[src/hw/rtl/msr_pkg.sv]
// Shared widths, limits and the request record for the modular square root unit.
// No dependencies.
`default_nettype none
package msr_pkg;
  localparam int unsigned ModulusBits = 32;
  localparam int unsigned CntBits = $clog2(ModulusBits) + 1;
  localparam int unsigned SearchLimit = 1024;
  localparam int unsigned TriedBits = $clog2(SearchLimit) + 1;

  typedef logic [ModulusBits-1:0] word_t;

  // Request for init * base^exp mod p
  typedef struct packed {
    word_t init;
    word_t base;
    word_t expo;
  } pow_req_t;
endpackage
`default_nettype wire

[src/hw/rtl/msr_modmul.sv]
// Bit-serial modular multiplier: a * b mod p, one bit of b per cycle.
// Depends on msr_pkg.
`default_nettype none
module msr_modmul (
  input  wire logic          clk_i,
  input  wire logic          rst_ni,
  input  wire logic          start_i,
  input  wire msr_pkg::word_t a_i,
  input  wire msr_pkg::word_t b_i,
  input  wire msr_pkg::word_t p_i,
  output logic               done_o,
  output msr_pkg::word_t     res_o
);
  import msr_pkg::*;

  function automatic word_t add_mod(word_t a, word_t b, word_t p);
    word_t gap;
    gap = p - b;
    return (a >= gap) ? (a - gap) : (a + b);
  endfunction

  logic  run_q;
  word_t a_q, b_q, acc_q;

  assign done_o = run_q && (b_q == '0);
  assign res_o  = acc_q;

  always_ff @(posedge clk_i or negedge rst_ni) begin
    if (!rst_ni) begin
      run_q <= 1'b0;
    end else if (start_i) begin
      run_q <= 1'b1;
    end else if (done_o) begin
      run_q <= 1'b0;
    end
  end

  always_ff @(posedge clk_i) begin
    if (start_i) begin
      a_q   <= a_i;
      b_q   <= b_i;
      acc_q <= '0;
    end else if (run_q && (b_q != '0)) begin
      if (b_q[0]) begin
        acc_q <= add_mod(acc_q, a_q, p_i);
      end
      a_q <= add_mod(a_q, a_q, p_i);
      b_q <= b_q >> 1;
    end
  end
endmodule
`default_nettype wire

[src/hw/rtl/msr_pow.sv]
// Square-and-multiply sequencer: init * base^exp mod p over the shared multiplier.
// Depends on msr_pkg and msr_modmul.
`default_nettype none
module msr_pow (
  input  wire logic             clk_i,
  input  wire logic             rst_ni,
  input  wire logic             start_i,
  input  wire msr_pkg::pow_req_t req_i,
  input  wire msr_pkg::word_t    p_i,
  output logic                  done_o,
  output msr_pkg::word_t        res_o
);
  import msr_pkg::*;

  typedef enum logic [3:0] {
    P_IDLE = 4'b0001,
    P_STEP = 4'b0010,
    P_ACC  = 4'b0100,
    P_SQR  = 4'b1000
  } pstate_e;

  pstate_e state_q, state_d;
  word_t   acc_q, base_q, e_q;
  logic    mm_start, mm_done, use_acc;
  word_t   mm_a, mm_res;

  msr_modmul u_mul (
    .clk_i  (clk_i),
    .rst_ni (rst_ni),
    .start_i(mm_start),
    .a_i    (mm_a),
    .b_i    (base_q),
    .p_i    (p_i),
    .done_o (mm_done),
    .res_o  (mm_res)
  );

  assign mm_a   = use_acc ? acc_q : base_q;
  assign res_o  = acc_q;

  always_comb begin
    state_d  = state_q;
    mm_start = 1'b0;
    use_acc  = 1'b0;
    done_o   = 1'b0;
    unique case (state_q)
      P_IDLE: begin
        if (start_i) state_d = P_STEP;
      end
      P_STEP: begin
        if (e_q == '0) begin
          done_o  = 1'b1;
          state_d = P_IDLE;
        end else if (e_q[0]) begin
          mm_start = 1'b1;
          use_acc  = 1'b1;
          state_d  = P_ACC;
        end else begin
          mm_start = 1'b1;
          state_d  = P_SQR;
        end
      end
      P_ACC: begin
        if (mm_done) begin
          if ((e_q >> 1) == '0) begin
            state_d = P_STEP;
          end else begin
            mm_start = 1'b1;
            state_d  = P_SQR;
          end
        end
      end
      P_SQR: begin
        if (mm_done) state_d = P_STEP;
      end
      default: state_d = P_IDLE;
    endcase
  end

  always_ff @(posedge clk_i or negedge rst_ni) begin
    if (!rst_ni) begin
      state_q <= P_IDLE;
    end else begin
      state_q <= state_d;
    end
  end

  always_ff @(posedge clk_i) begin
    if (state_q == P_IDLE && start_i) begin
      acc_q  <= req_i.init;
      base_q <= req_i.base;
      e_q    <= req_i.expo;
    end else if (state_q == P_ACC && mm_done) begin
      acc_q <= mm_res;
      if ((e_q >> 1) == '0) e_q <= '0;
    end else if (state_q == P_SQR && mm_done) begin
      base_q <= mm_res;
      e_q    <= e_q >> 1;
    end
  end
endmodule
`default_nettype wire

[src/hw/rtl/modular_square_root_unit.sv]
// Top level: stream ports, value reduction and the Tonelli-Shanks sequencer.
// Depends on msr_pkg and msr_pow.
//
// Returns a square root of value modulo a prime modulus and a flag that tells whether one
// exists. One item is worked at a time; the input is ready again once the result is held in
// the output register. The time an item takes is data dependent: the reduction comes first,
// then every modular multiply runs in the bit-serial multiplier, and an exponentiation takes
// up to 63 multiplies. Tonelli-Shanks adds one exponentiation per candidate in the
// non-residue search, three more for the correction factor and the two starting values,
// plus the squaring loop. All of these run on the one shared multiplier.
`default_nettype none
module modular_square_root_unit (
  input  wire logic        clk_i,
  input  wire logic        rst_ni,
  input  wire logic        s_axis_tvalid_i,
  output logic             s_axis_tready_o,
  input  wire logic [63:0] s_axis_tdata_i,  // value [31:0], modulus [63:32]
  output logic             m_axis_tvalid_o,
  input  wire logic        m_axis_tready_i,
  output logic [31:0]      m_axis_tdata_o,  // root [31:0]
  output logic             m_axis_tuser_o   // has_root [0]
);
  import msr_pkg::*;

  typedef enum logic [16:0] {
    S_IDLE = 17'h00001, S_RED  = 17'h00002, S_EUL  = 17'h00004, S_P34  = 17'h00008,
    S_FACT = 17'h00010, S_SRCH = 17'h00020, S_ZPOW = 17'h00040, S_CPOW = 17'h00080,
    S_TPOW = 17'h00100, S_RPOW = 17'h00200, S_LOOP = 17'h00400, S_SQ   = 17'h00800,
    S_CSQ  = 17'h01000, S_CC   = 17'h02000, S_CT   = 17'h04000, S_CR   = 17'h08000,
    S_FIN  = 17'h10000
  } state_e;

  state_e   state_q;
  word_t    n_q, p_q, dvd_q, q_q, z_q, c_q, t_q, r_q, b_q, root_q;
  logic [CntBits-1:0]   cnt_q, s_q, m_q, i_q, j_q;
  logic [TriedBits-1:0] tried_q;
  logic     ok_q, wait_q, out_v_q, out_ok_q;
  word_t    out_root_q;

  pow_req_t req;
  logic     pw_start, pw_done, need;
  word_t    pw_res, half, tmp_rem;
  logic [ModulusBits:0] tmp;
  logic     is_call;

  msr_pow u_pow (
    .clk_i  (clk_i),
    .rst_ni (rst_ni),
    .start_i(pw_start),
    .req_i  (req),
    .p_i    (p_q),
    .done_o (pw_done),
    .res_o  (pw_res)
  );

  assign half = (p_q - word_t'(1)) >> 1;
  assign tmp  = {n_q, dvd_q[ModulusBits-1]};
  assign tmp_rem = (tmp >= {1'b0, p_q}) ? word_t'(tmp - {1'b0, p_q}) : word_t'(tmp);

  always_comb begin
    req     = '{init: word_t'(1), base: n_q, expo: half};
    need    = 1'b1;
    is_call = 1'b1;
    unique case (state_q)
      S_EUL:  req = '{init: word_t'(1), base: n_q, expo: half};
      S_P34:  req = '{init: word_t'(1), base: n_q, expo: (p_q >> 2) + word_t'(1)};
      S_ZPOW: req = '{init: word_t'(1), base: z_q, expo: half};
      S_CPOW: req = '{init: word_t'(1), base: z_q, expo: q_q};
      S_TPOW: req = '{init: word_t'(1), base: n_q, expo: q_q};
      S_RPOW: req = '{init: word_t'(1), base: n_q, expo: (q_q >> 1) + word_t'(1)};
      S_SQ: begin
        req  = '{init: b_q, base: b_q, expo: word_t'(1)};
        need = (b_q != word_t'(1));
      end
      S_CSQ: begin
        req  = '{init: b_q, base: b_q, expo: word_t'(1)};
        need = ({1'b0, j_q} + {1'b0, i_q} + (CntBits+1)'(1)) < {1'b0, m_q};
      end
      S_CC:   req = '{init: b_q, base: b_q, expo: word_t'(1)};
      S_CT:   req = '{init: t_q, base: c_q, expo: word_t'(1)};
      S_CR:   req = '{init: r_q, base: b_q, expo: word_t'(1)};
      default: is_call = 1'b0;
    endcase
    pw_start = is_call && !wait_q && need;
  end

  assign s_axis_tready_o = (state_q == S_IDLE);
  assign m_axis_tvalid_o = out_v_q;
  assign m_axis_tdata_o  = out_root_q;
  assign m_axis_tuser_o  = out_ok_q;

  always_ff @(posedge clk_i or negedge rst_ni) begin
    if (!rst_ni) begin
      state_q <= S_IDLE;
      wait_q  <= 1'b0;
      out_v_q <= 1'b0;
    end else begin
      if (pw_start) wait_q <= 1'b1;
      else if (pw_done) wait_q <= 1'b0;
      if (state_q == S_FIN && (!out_v_q || m_axis_tready_i)) out_v_q <= 1'b1;
      else if (m_axis_tready_i) out_v_q <= 1'b0;
      unique case (state_q)
        S_IDLE: begin
          if (s_axis_tvalid_i) begin
            if (s_axis_tdata_i[63:32] < 32'd2) state_q <= S_FIN;
            else if (s_axis_tdata_i[63:32] == 32'd2) state_q <= S_FIN;
            else state_q <= S_RED;
          end
        end
        S_RED: begin
          if (cnt_q == CntBits'(ModulusBits - 1)) begin
            state_q <= (tmp_rem == '0) ? S_FIN : S_EUL;
          end
        end
        S_EUL: begin
          if (pw_done) begin
            if (pw_res != word_t'(1)) state_q <= S_FIN;
            else if (p_q[1:0] == 2'b11) state_q <= S_P34;
            else state_q <= S_FACT;
          end
        end
        S_P34:  if (pw_done) state_q <= S_FIN;
        S_FACT: if (q_q[0]) state_q <= S_SRCH;
        S_SRCH: begin
          state_q <= (z_q < p_q && tried_q < TriedBits'(SearchLimit)) ? S_ZPOW : S_TPOW;
        end
        S_ZPOW: if (pw_done) state_q <= (pw_res == p_q - word_t'(1)) ? S_CPOW : S_SRCH;
        S_CPOW: if (pw_done) state_q <= S_TPOW;
        S_TPOW: if (pw_done) state_q <= S_RPOW;
        S_RPOW: if (pw_done) state_q <= S_LOOP;
        S_LOOP: state_q <= (t_q == word_t'(1)) ? S_FIN : S_SQ;
        S_SQ: begin
          if (!wait_q && !need) state_q <= S_CSQ;
          else if (pw_done && (i_q + CntBits'(1) >= m_q)) state_q <= S_FIN;
        end
        S_CSQ:  if (!wait_q && !need) state_q <= S_CC;
        S_CC:   if (pw_done) state_q <= S_CT;
        S_CT:   if (pw_done) state_q <= S_CR;
        S_CR:   if (pw_done) state_q <= S_LOOP;
        S_FIN: begin
          if (!out_v_q || m_axis_tready_i) begin
            state_q <= S_IDLE;
          end
        end
        default: state_q <= S_IDLE;
      endcase
    end
  end

  always_ff @(posedge clk_i) begin
    unique case (state_q)
      S_IDLE: begin
        p_q    <= s_axis_tdata_i[63:32];
        dvd_q  <= s_axis_tdata_i[31:0];
        n_q    <= '0;
        cnt_q  <= '0;
        ok_q   <= (s_axis_tdata_i[63:32] >= 32'd2);
        root_q <= (s_axis_tdata_i[63:32] == 32'd2) ? {31'd0, s_axis_tdata_i[0]} : '0;
      end
      S_RED: begin
        n_q   <= tmp_rem;
        dvd_q <= dvd_q << 1;
        cnt_q <= cnt_q + CntBits'(1);
      end
      S_EUL: begin
        if (pw_done) begin
          ok_q <= (pw_res == word_t'(1));
          q_q  <= p_q - word_t'(1);
          s_q  <= '0;
        end
      end
      S_P34: if (pw_done) root_q <= pw_res;
      S_FACT: begin
        if (!q_q[0]) begin
          q_q <= q_q >> 1;
          s_q <= s_q + CntBits'(1);
        end
        z_q     <= word_t'(2);
        tried_q <= '0;
        c_q     <= '0;
      end
      S_ZPOW: begin
        if (pw_done && pw_res != p_q - word_t'(1)) begin
          z_q     <= z_q + word_t'(1);
          tried_q <= tried_q + TriedBits'(1);
        end
      end
      S_CPOW: if (pw_done) c_q <= pw_res;
      S_TPOW: if (pw_done) t_q <= pw_res;
      S_RPOW: begin
        if (pw_done) begin
          r_q <= pw_res;
          m_q <= s_q;
        end
      end
      S_LOOP: begin
        root_q <= r_q;
        i_q    <= '0;
        b_q    <= t_q;
      end
      S_SQ: begin
        if (!wait_q && !need) begin
          b_q <= c_q;
          j_q <= '0;
        end else if (pw_done) begin
          b_q <= pw_res;
          i_q <= i_q + CntBits'(1);
          if (i_q + CntBits'(1) >= m_q) ok_q <= 1'b0;
        end
      end
      S_CSQ: begin
        if (pw_done) begin
          b_q <= pw_res;
          j_q <= j_q + CntBits'(1);
        end
      end
      S_CC: begin
        if (pw_done) begin
          c_q <= pw_res;
          m_q <= i_q;
        end
      end
      S_CT: if (pw_done) t_q <= pw_res;
      S_CR: if (pw_done) r_q <= pw_res;
      S_FIN: begin
        if (!out_v_q || m_axis_tready_i) begin
          out_ok_q   <= ok_q;
          out_root_q <= ok_q ? root_q : '0;
        end
      end
      default: ;
    endcase
  end
endmodule
`default_nettype wire

[config.mk]
export PLATFORM = sky130hd
export DESIGN_NAME = modular_square_root_unit
export DESIGN_NICKNAME = d
export VERILOG_FILES = /design/src/hw/rtl/msr_pkg.sv /design/src/hw/rtl/msr_modmul.sv /design/src/hw/rtl/msr_pow.sv /design/src/hw/rtl/modular_square_root_unit.sv
export SDC_FILE = /design/constraint.sdc
export NUM_CORES = 2
export LEC_CHECK = 0
export BUFFER_PORTS_ARGS = -buffer_cell sky130_fd_sc_hd__buf_2
export CAP_MARGIN = 25
export CELL_PAD_IN_SITES_DETAIL_PLACEMENT = 0
export CELL_PAD_IN_SITES_GLOBAL_PLACEMENT = 1
export CORE_MARGIN = 2
export CORE_UTILIZATION = 52
export CTS_BUF_LIST = sky130_fd_sc_hd__clkbuf_8
export DETAILED_ROUTE_END_ITERATION = 8
export GPL_TIMING_DRIVEN = 0
export PLACE_DENSITY = 0.93
export SLEW_MARGIN = 0
export SYNTH_ARGS = -nofsm -noshare
export SYNTH_HDL_FRONTEND = slang
export SYNTH_HIERARCHICAL = 1
export SYNTH_SLANG_ARGS = --single-unit
[constraint.sdc]
create_clock -name clk_i -period 8.88 [get_ports clk_i]
set_input_delay 2.22 -clock clk_i [delete_from_list [all_inputs] [get_ports clk_i]]
set_output_delay 2.22 -clock clk_i [all_outputs]
set_load 0.05 [all_outputs]
==> Yosys cells after proc, flatten, opt, wreduce, memory -nomap -nowiden <==
Index checks and enable logic that the tools add are counted.
{ "classes": {"addsub": 17, "order_cmp": 9, "eq_ne": 58, "n_mux": 100, "n_reduce_logical": 60} }
{ "op_table": {"columns": ["op", "n"], "rows": [
  ["96-bit one-hot mux with 8 select lines", 1],
  ["32-bit 2-to-1 mux", 23],
  ["17-bit 2-to-1 mux", 20],
  ["32-bit one-hot mux with 2 select lines", 5],
  ["17-bit one-hot mux with 16 select lines", 1],
  ["32-bit one-hot mux with 3 select lines", 2],
  ["32-bit zero test", 4],
  ["32-bit subtractor", 4],
  ["32-bit adder", 2],
  ["32-bit by 1-bit equality test with 1-bit output (second input constant)", 2],
  ["32-bit greater-or-equal comparator", 2],
  ["32-bit by 1-bit != test with 1-bit output (second input constant)", 2],
  ["6-bit one-hot mux with 2 select lines", 5],
  ["6-bit 2-to-1 mux", 8],
  ["2-bit != test (second input constant)", 19],
  ["33-bit by 32-bit greater-or-equal comparator with 1-bit output", 1],
  ["31-bit by 1-bit adder with 32-bit output (second input constant)", 1],
  ["32-bit by 1-bit adder with 32-bit output (second input constant)", 1],
  ["32-bit by 2-bit equality test with 1-bit output (second input constant)", 1],
  ["32-bit equality test", 1],
  ["32-bit by 2-bit greater-or-equal comparator with 1-bit output (second input constant)", 1],
  ["32-bit by 2-bit < comparator with 1-bit output (second input constant)", 1],
  ["32-bit < comparator", 1],
  ["32-bit != test", 1],
  ["58 further kinds", 135]
]} }
{ "totals": {"regBits": 611, "input_bits": 68, "wordCells": 275} }

==> Longest topological paths before layout <==
{ "depth": {"word_depth": 8, "mapped_depth": 29} }

==> Modules after synthesis <==
Netlist, hierarchy kept.
{ "modules_own_cells": {"columns": ["mod", "n_inst", "cells_per_inst", "area_per_inst_um2"], "rows": [
  ["modular_square_root_unit", 1, 2450, 25309.3],
  ["msr_modmul", 1, 1311, 10974.3],
  ["msr_pow", 1, 388, 4754.6]
]} }

==> Worst setup path after synthesis <==
No wires, ideal clock.
{ "synth_path": {"kind": "register to register", "start": "reg p_q[1]", "end": "reg tried_q[0] (enable)", "setup_ps": 508, "arrival_ps": 6155, "slack_ps": 2218, "path_stages_with_launch": 10, "cell_sequence": "edfxtp_1 > or4_4 > or4_4 > nor3_1 > nand3_1 > nor4_1 > xnor2_1 > o21ai_0 > nor4_2 > o31ai_1"} }
{ "synth_between": {"elab_chain_cells": 5} }
{ "synth_rtl": {"columns": ["element", "line_no", "rtl"], "rows": [
  ["from (decl)", "modular_square_root_unit.sv:34", "word_t n_q, p_q, dvd_q, q_q, z_q, c_q, t_q, r_q, b_q, root_q;"],
  ["from (signal assigned)", "modular_square_root_unit.sv:153", "p_q <= s_axis_tdata_i[63:32];"],
  ["32-bit by 1-bit subtractor with 32-bit output", "modular_square_root_unit.sv:183", "if (pw_done && pw_res != p_q - word_t'(1)) begin"],
  ["32-bit != test", "modular_square_root_unit.sv:183", null],
  ["1-bit logical AND", "modular_square_root_unit.sv:183", null],
  ["2-bit != test (no source line)", null, null],
  ["2-bit AND reduction (no source line)", null, null],
  ["to (signal assigned)", "modular_square_root_unit.sv:185", "tried_q <= tried_q + TriedBits'(1);"],
  ["to (decl)", "modular_square_root_unit.sv:36", "logic [TriedBits-1:0] tried_q;"]
]} }
Every way passes these cells.
A chain may end at the register's enable or synchronous reset.

==> Final worst setup path <==
{ "layout_path": {"start": "reg p_q[0]", "end": "reg u_pow.u_mul.a_q[4] (data pin)"} }
{ "layout_between": {"elab_chain_cells": 5, "word_cells_on_any_way": 6} }
{ "layout_rtl": {"columns": ["element", "line_no", "rtl"], "rows": [
  ["32-bit subtractor *", "msr_modmul.sv:18", "gap = p - b;"],
  ["32-bit subtractor / 32-bit greater-or-equal comparator (equally long branches)", "msr_modmul.sv:19", "return (a >= gap) ? (a - gap) : (a + b);"],
  ["32-bit 2-to-1 mux *", "msr_modmul.sv:19", null],
  ["32-bit 2-to-1 mux *", "msr_modmul.sv:43", "end else if (run_q && (b_q != '0)) begin"],
  ["32-bit 2-to-1 mux *", "msr_modmul.sv:39", "if (start_i) begin"],
  ["to (signal assigned)", "msr_modmul.sv:40", "a_q <= a_i;"],
  ["to (signal assigned)", "msr_modmul.sv:47", "a_q <= add_mod(a_q, a_q, p_i);"],
  ["to (decl)", "msr_modmul.sv:23", "word_t a_q, b_q, acc_q;"]
]} }
Every way passes the cells marked *; elsewhere a longest branch is shown, timed or not. The select of a mux whose other input is x is not followed.

==> flow_summary.ini <==
[run_status]
status = complete, but fails checks
violations = design-rule violations

[routing]
viasPerCell = 6.51
drt-wirelength-per-cell_um = 26.6
ant_nets = 0
num_vias = 35900
drt-pass1-iter-count = 9
drt_iter0_markers = 4799
drcViolationCount = 15
routed_wl_um = 146000

[power]
vdd_drop_max_mv = 0.456
power.leakage_nw = 17.8
total_power_mw = 19.1
power_density_mw_per_mm2 = 421

[final_layout]
drive_gt1_share_pct = 11.8
final_util_pct = 57.7
nFillCells = 6831
syn2layout_area_growth_pct = 10.5
regArea_mm2 = 0.0179
final_net_count = 4663
multi_input_area_mm2 = 0.0217
finalNonFillerCells = 5513

[sta]
fin_crit_sh_pct = 83.1
slew_headroom_pct = 30.7
final_max_slew_viol_count = 0
worst_pin_slew_ns = 1.03
fin_skew_ns = 0.0287
fmax_ghz = 0.136
hold_viol = 0
min_period_ns = 7.38
setup_viol = 0
worst_slack_ns = 1.50
grt_setup_unrepaired = no

[clock_network]
cts_hold_buf = 0
path_clk_slew_ns = 0.07
clk_latency_ns = 0.76
post_cts_resized = 0
cts.htree.levels = 3
cts_root_buffer = clkbuf_8
post_cts_buffers = 0
cts_buffer_depth = 3
numClockSinks = 611
cts_tree = built
cts_buffers = 106

[logic_synthesis]
synth_cell_types = 116
seq_area_frac_synth_pct = 43.6
syn_nets = 4437
netlist_area_mm2 = 0.0410
yosys-top-cells-area = edfxtp_1 (41%), ha_1 (6.5%), nand2_1 (4.9%)
synthArstFlopShare_pct = 3.93
avgSynthCellArea_um2 = 9.89
ys_ff_latch = 611
synth-edff-count = 555
postSynthCellCount = 4149
ys.warnings.count = 6
yosysTopAreaCell = edfxtp_1
ys.flop_type = edfxtp_1
synth_top_area_share_pct = 40.6

[worst_setup_path]
arrival_ns = 7.84
startpoint = p_q[0]
rr_endpoint = u_pow/u_mul/a_q[4]
crit_path_end = u_pow/u_mul/a_q[4]
cp_max_fo = 10
crit-reg2reg-launch = p_q[0]
slowest_delay_ns = 0.87
regToRegSetupSlack_ns = 1.50
cp-end-kind = register
startpoint_type = register
cp.required_ns = 9.34
reg2reg_depth = 25
crit_path_top_delay_cell = edfxtp_1
crit_type = reg -> reg

[global_routing]
grt_pass1_vias = 33600
grt_max_degree = 70
gr-usage-met2_pct = 54.6
grtUsageTotal_pct = 35.1
grt_first_pass_wirelength_um = 213000
antenna_found_initial = 3
busiest_layer = met2
grt_overflow = 0
met3_usage_pct = 7.76
met1_usage_pct = 44.7

[worst_hold_path]
min_path_type = reg -> reg

[floorplan]
ioPinCount = 103
core_area_mm2 = 0.0786
dieArea_mm2 = 0.0812
start_util_pct = 52.2
row_count = 103
die_y_um = 285
die_x_um = 285

[placement]
numPortBuffers = 102
post-dp-hpwl_um = 114000
place_congestion = 1.03
post-place-cells = 5317
dp_slack_ns = 1.66

[job]
cap_violations = 0
[through the flow]
step | area [um2] | setup TNS [ns] | hold WS, ns
6_report | 45300 | 0 | 0.513
5_1_grt | 45300 | 0 | 0.532
3_3_place_gp | 42900 | -16.07 | 0.481
3_5_place_dp | 43200 | 0 | 0.489
4_1_cts | 45300 | 0 | 0.502
2_1_floorplan | 41000 | 0 | 0.468
[how the worst min path moves through the flow]
stage | startpoint | end | slack, ns | cells after the start
after detailed placement | wait_q | wait_q | 0.49 | 1
after floorplan | wait_q | wait_q | 0.47 | 1
after global placement | wait_q | wait_q | 0.48 | 1
final | wait_q | wait_q | 0.51 | 1
after global routing | wait_q | wait_q | 0.53 | 1
after CTS | wait_q | wait_q | 0.50 | 1
[placed cells by master (no fill, tap or decap), types with 34 or more instances in the layout]
cell and instances:
a22o_1 66, a21o_1 87, nand4_1 62, buf_2 131, xor2_1 103, a211oi_1 46
inv_1 211, nor4_1 76, mux2i_1 47, clkbuf_1 144, mux2_2 115, xnor2_1 167
nor3_1 75, a21oi_1 250, a222oi_1 81, nand3_1 103, clkbuf_8 117, nand2_1 527
edfxtp_1 555, ha_1 214, a22oi_1 37, and2_1 84, or3_1 34, nor2_1 281
o21ai_0 217
[sequential cells by signal, summed over array words and instances (netlist names), 11 cells and up]
register	cells
n_q	32
b_q	32
q_q	32
u_pow/u_mul/res_o	32
u_pow/u_mul/a_q	32
r_q	32
root_q	32
z_q	32
tried_q	11
m_axis_tdata_o	32
c_q	32
dvd_q	32
u_pow/e_q	32
u_pow/res_o	32
t_q	32
state_q	17
u_pow/base_q	32
p_q	32
u_pow/u_mul/b_q	32
[synthesized netlist by cell type, drive strengths merged, types with 66 or more instances]
| cell | n |
|---|---|
| edfxtp | 555 |
| nand2 | 534 |
| nor2 | 284 |
| a21oi | 253 |
| o21ai | 231 |
| ha | 214 |
| inv | 180 |
| xnor2 | 167 |
| clkbuf | 145 |
| mux2 | 145 |
| nand3 | 103 |
| xor2 | 103 |
| a21o | 87 |
| and2 | 85 |
| a222oi | 81 |
| nor4 | 78 |
| nor3 | 76 |
| a22o | 66 |
[area by class of cell]
class	instances	area share, %
diodes	2	0.0110
plain buffers	202	1.98
clock buffers	116	3.52
clock inverters	78	1.08
inverters	181	1.50
multi-input cells	3155	47.8
flip-flops and latches	611	39.5
well taps	1050	2.90
repair buffers	118	1.73
[metal layers]
layer | vias to the layer above | share of wire (%)
met5 | - | 0.0089
met4 | 2 | 7.2
met3 | 473 | 11
met2 | 2210 | 44
met1 | 17100 | 38
li1 | 16100 | -
[critical path: cells and delay by family (launching register included)]
kind            cells  cell delay (ns)
fa+ha+maj           3             0.65
flops               1             0.87
compound gates     12             3.39
buf+inv             4             0.84
simple gates        6             1.29
[report_power, final]
part           switching (mW)  internal (mW)  total (mW)
clock network            1.27           1.33        2.60
registers               0.661           4.01        4.67
logic                    7.38           4.44        11.8
total                    9.31           9.77        19.1
[cells by family after synthesis]
group | synth area share (%)
compound gates | 17.8
xor+xnor | 5.76
fa+ha+maj | 6.87
buf+inv | 3.84
flops | 43.6
mux | 5.39
simple gates | 16.7
(Power assumes the default switching activity.)
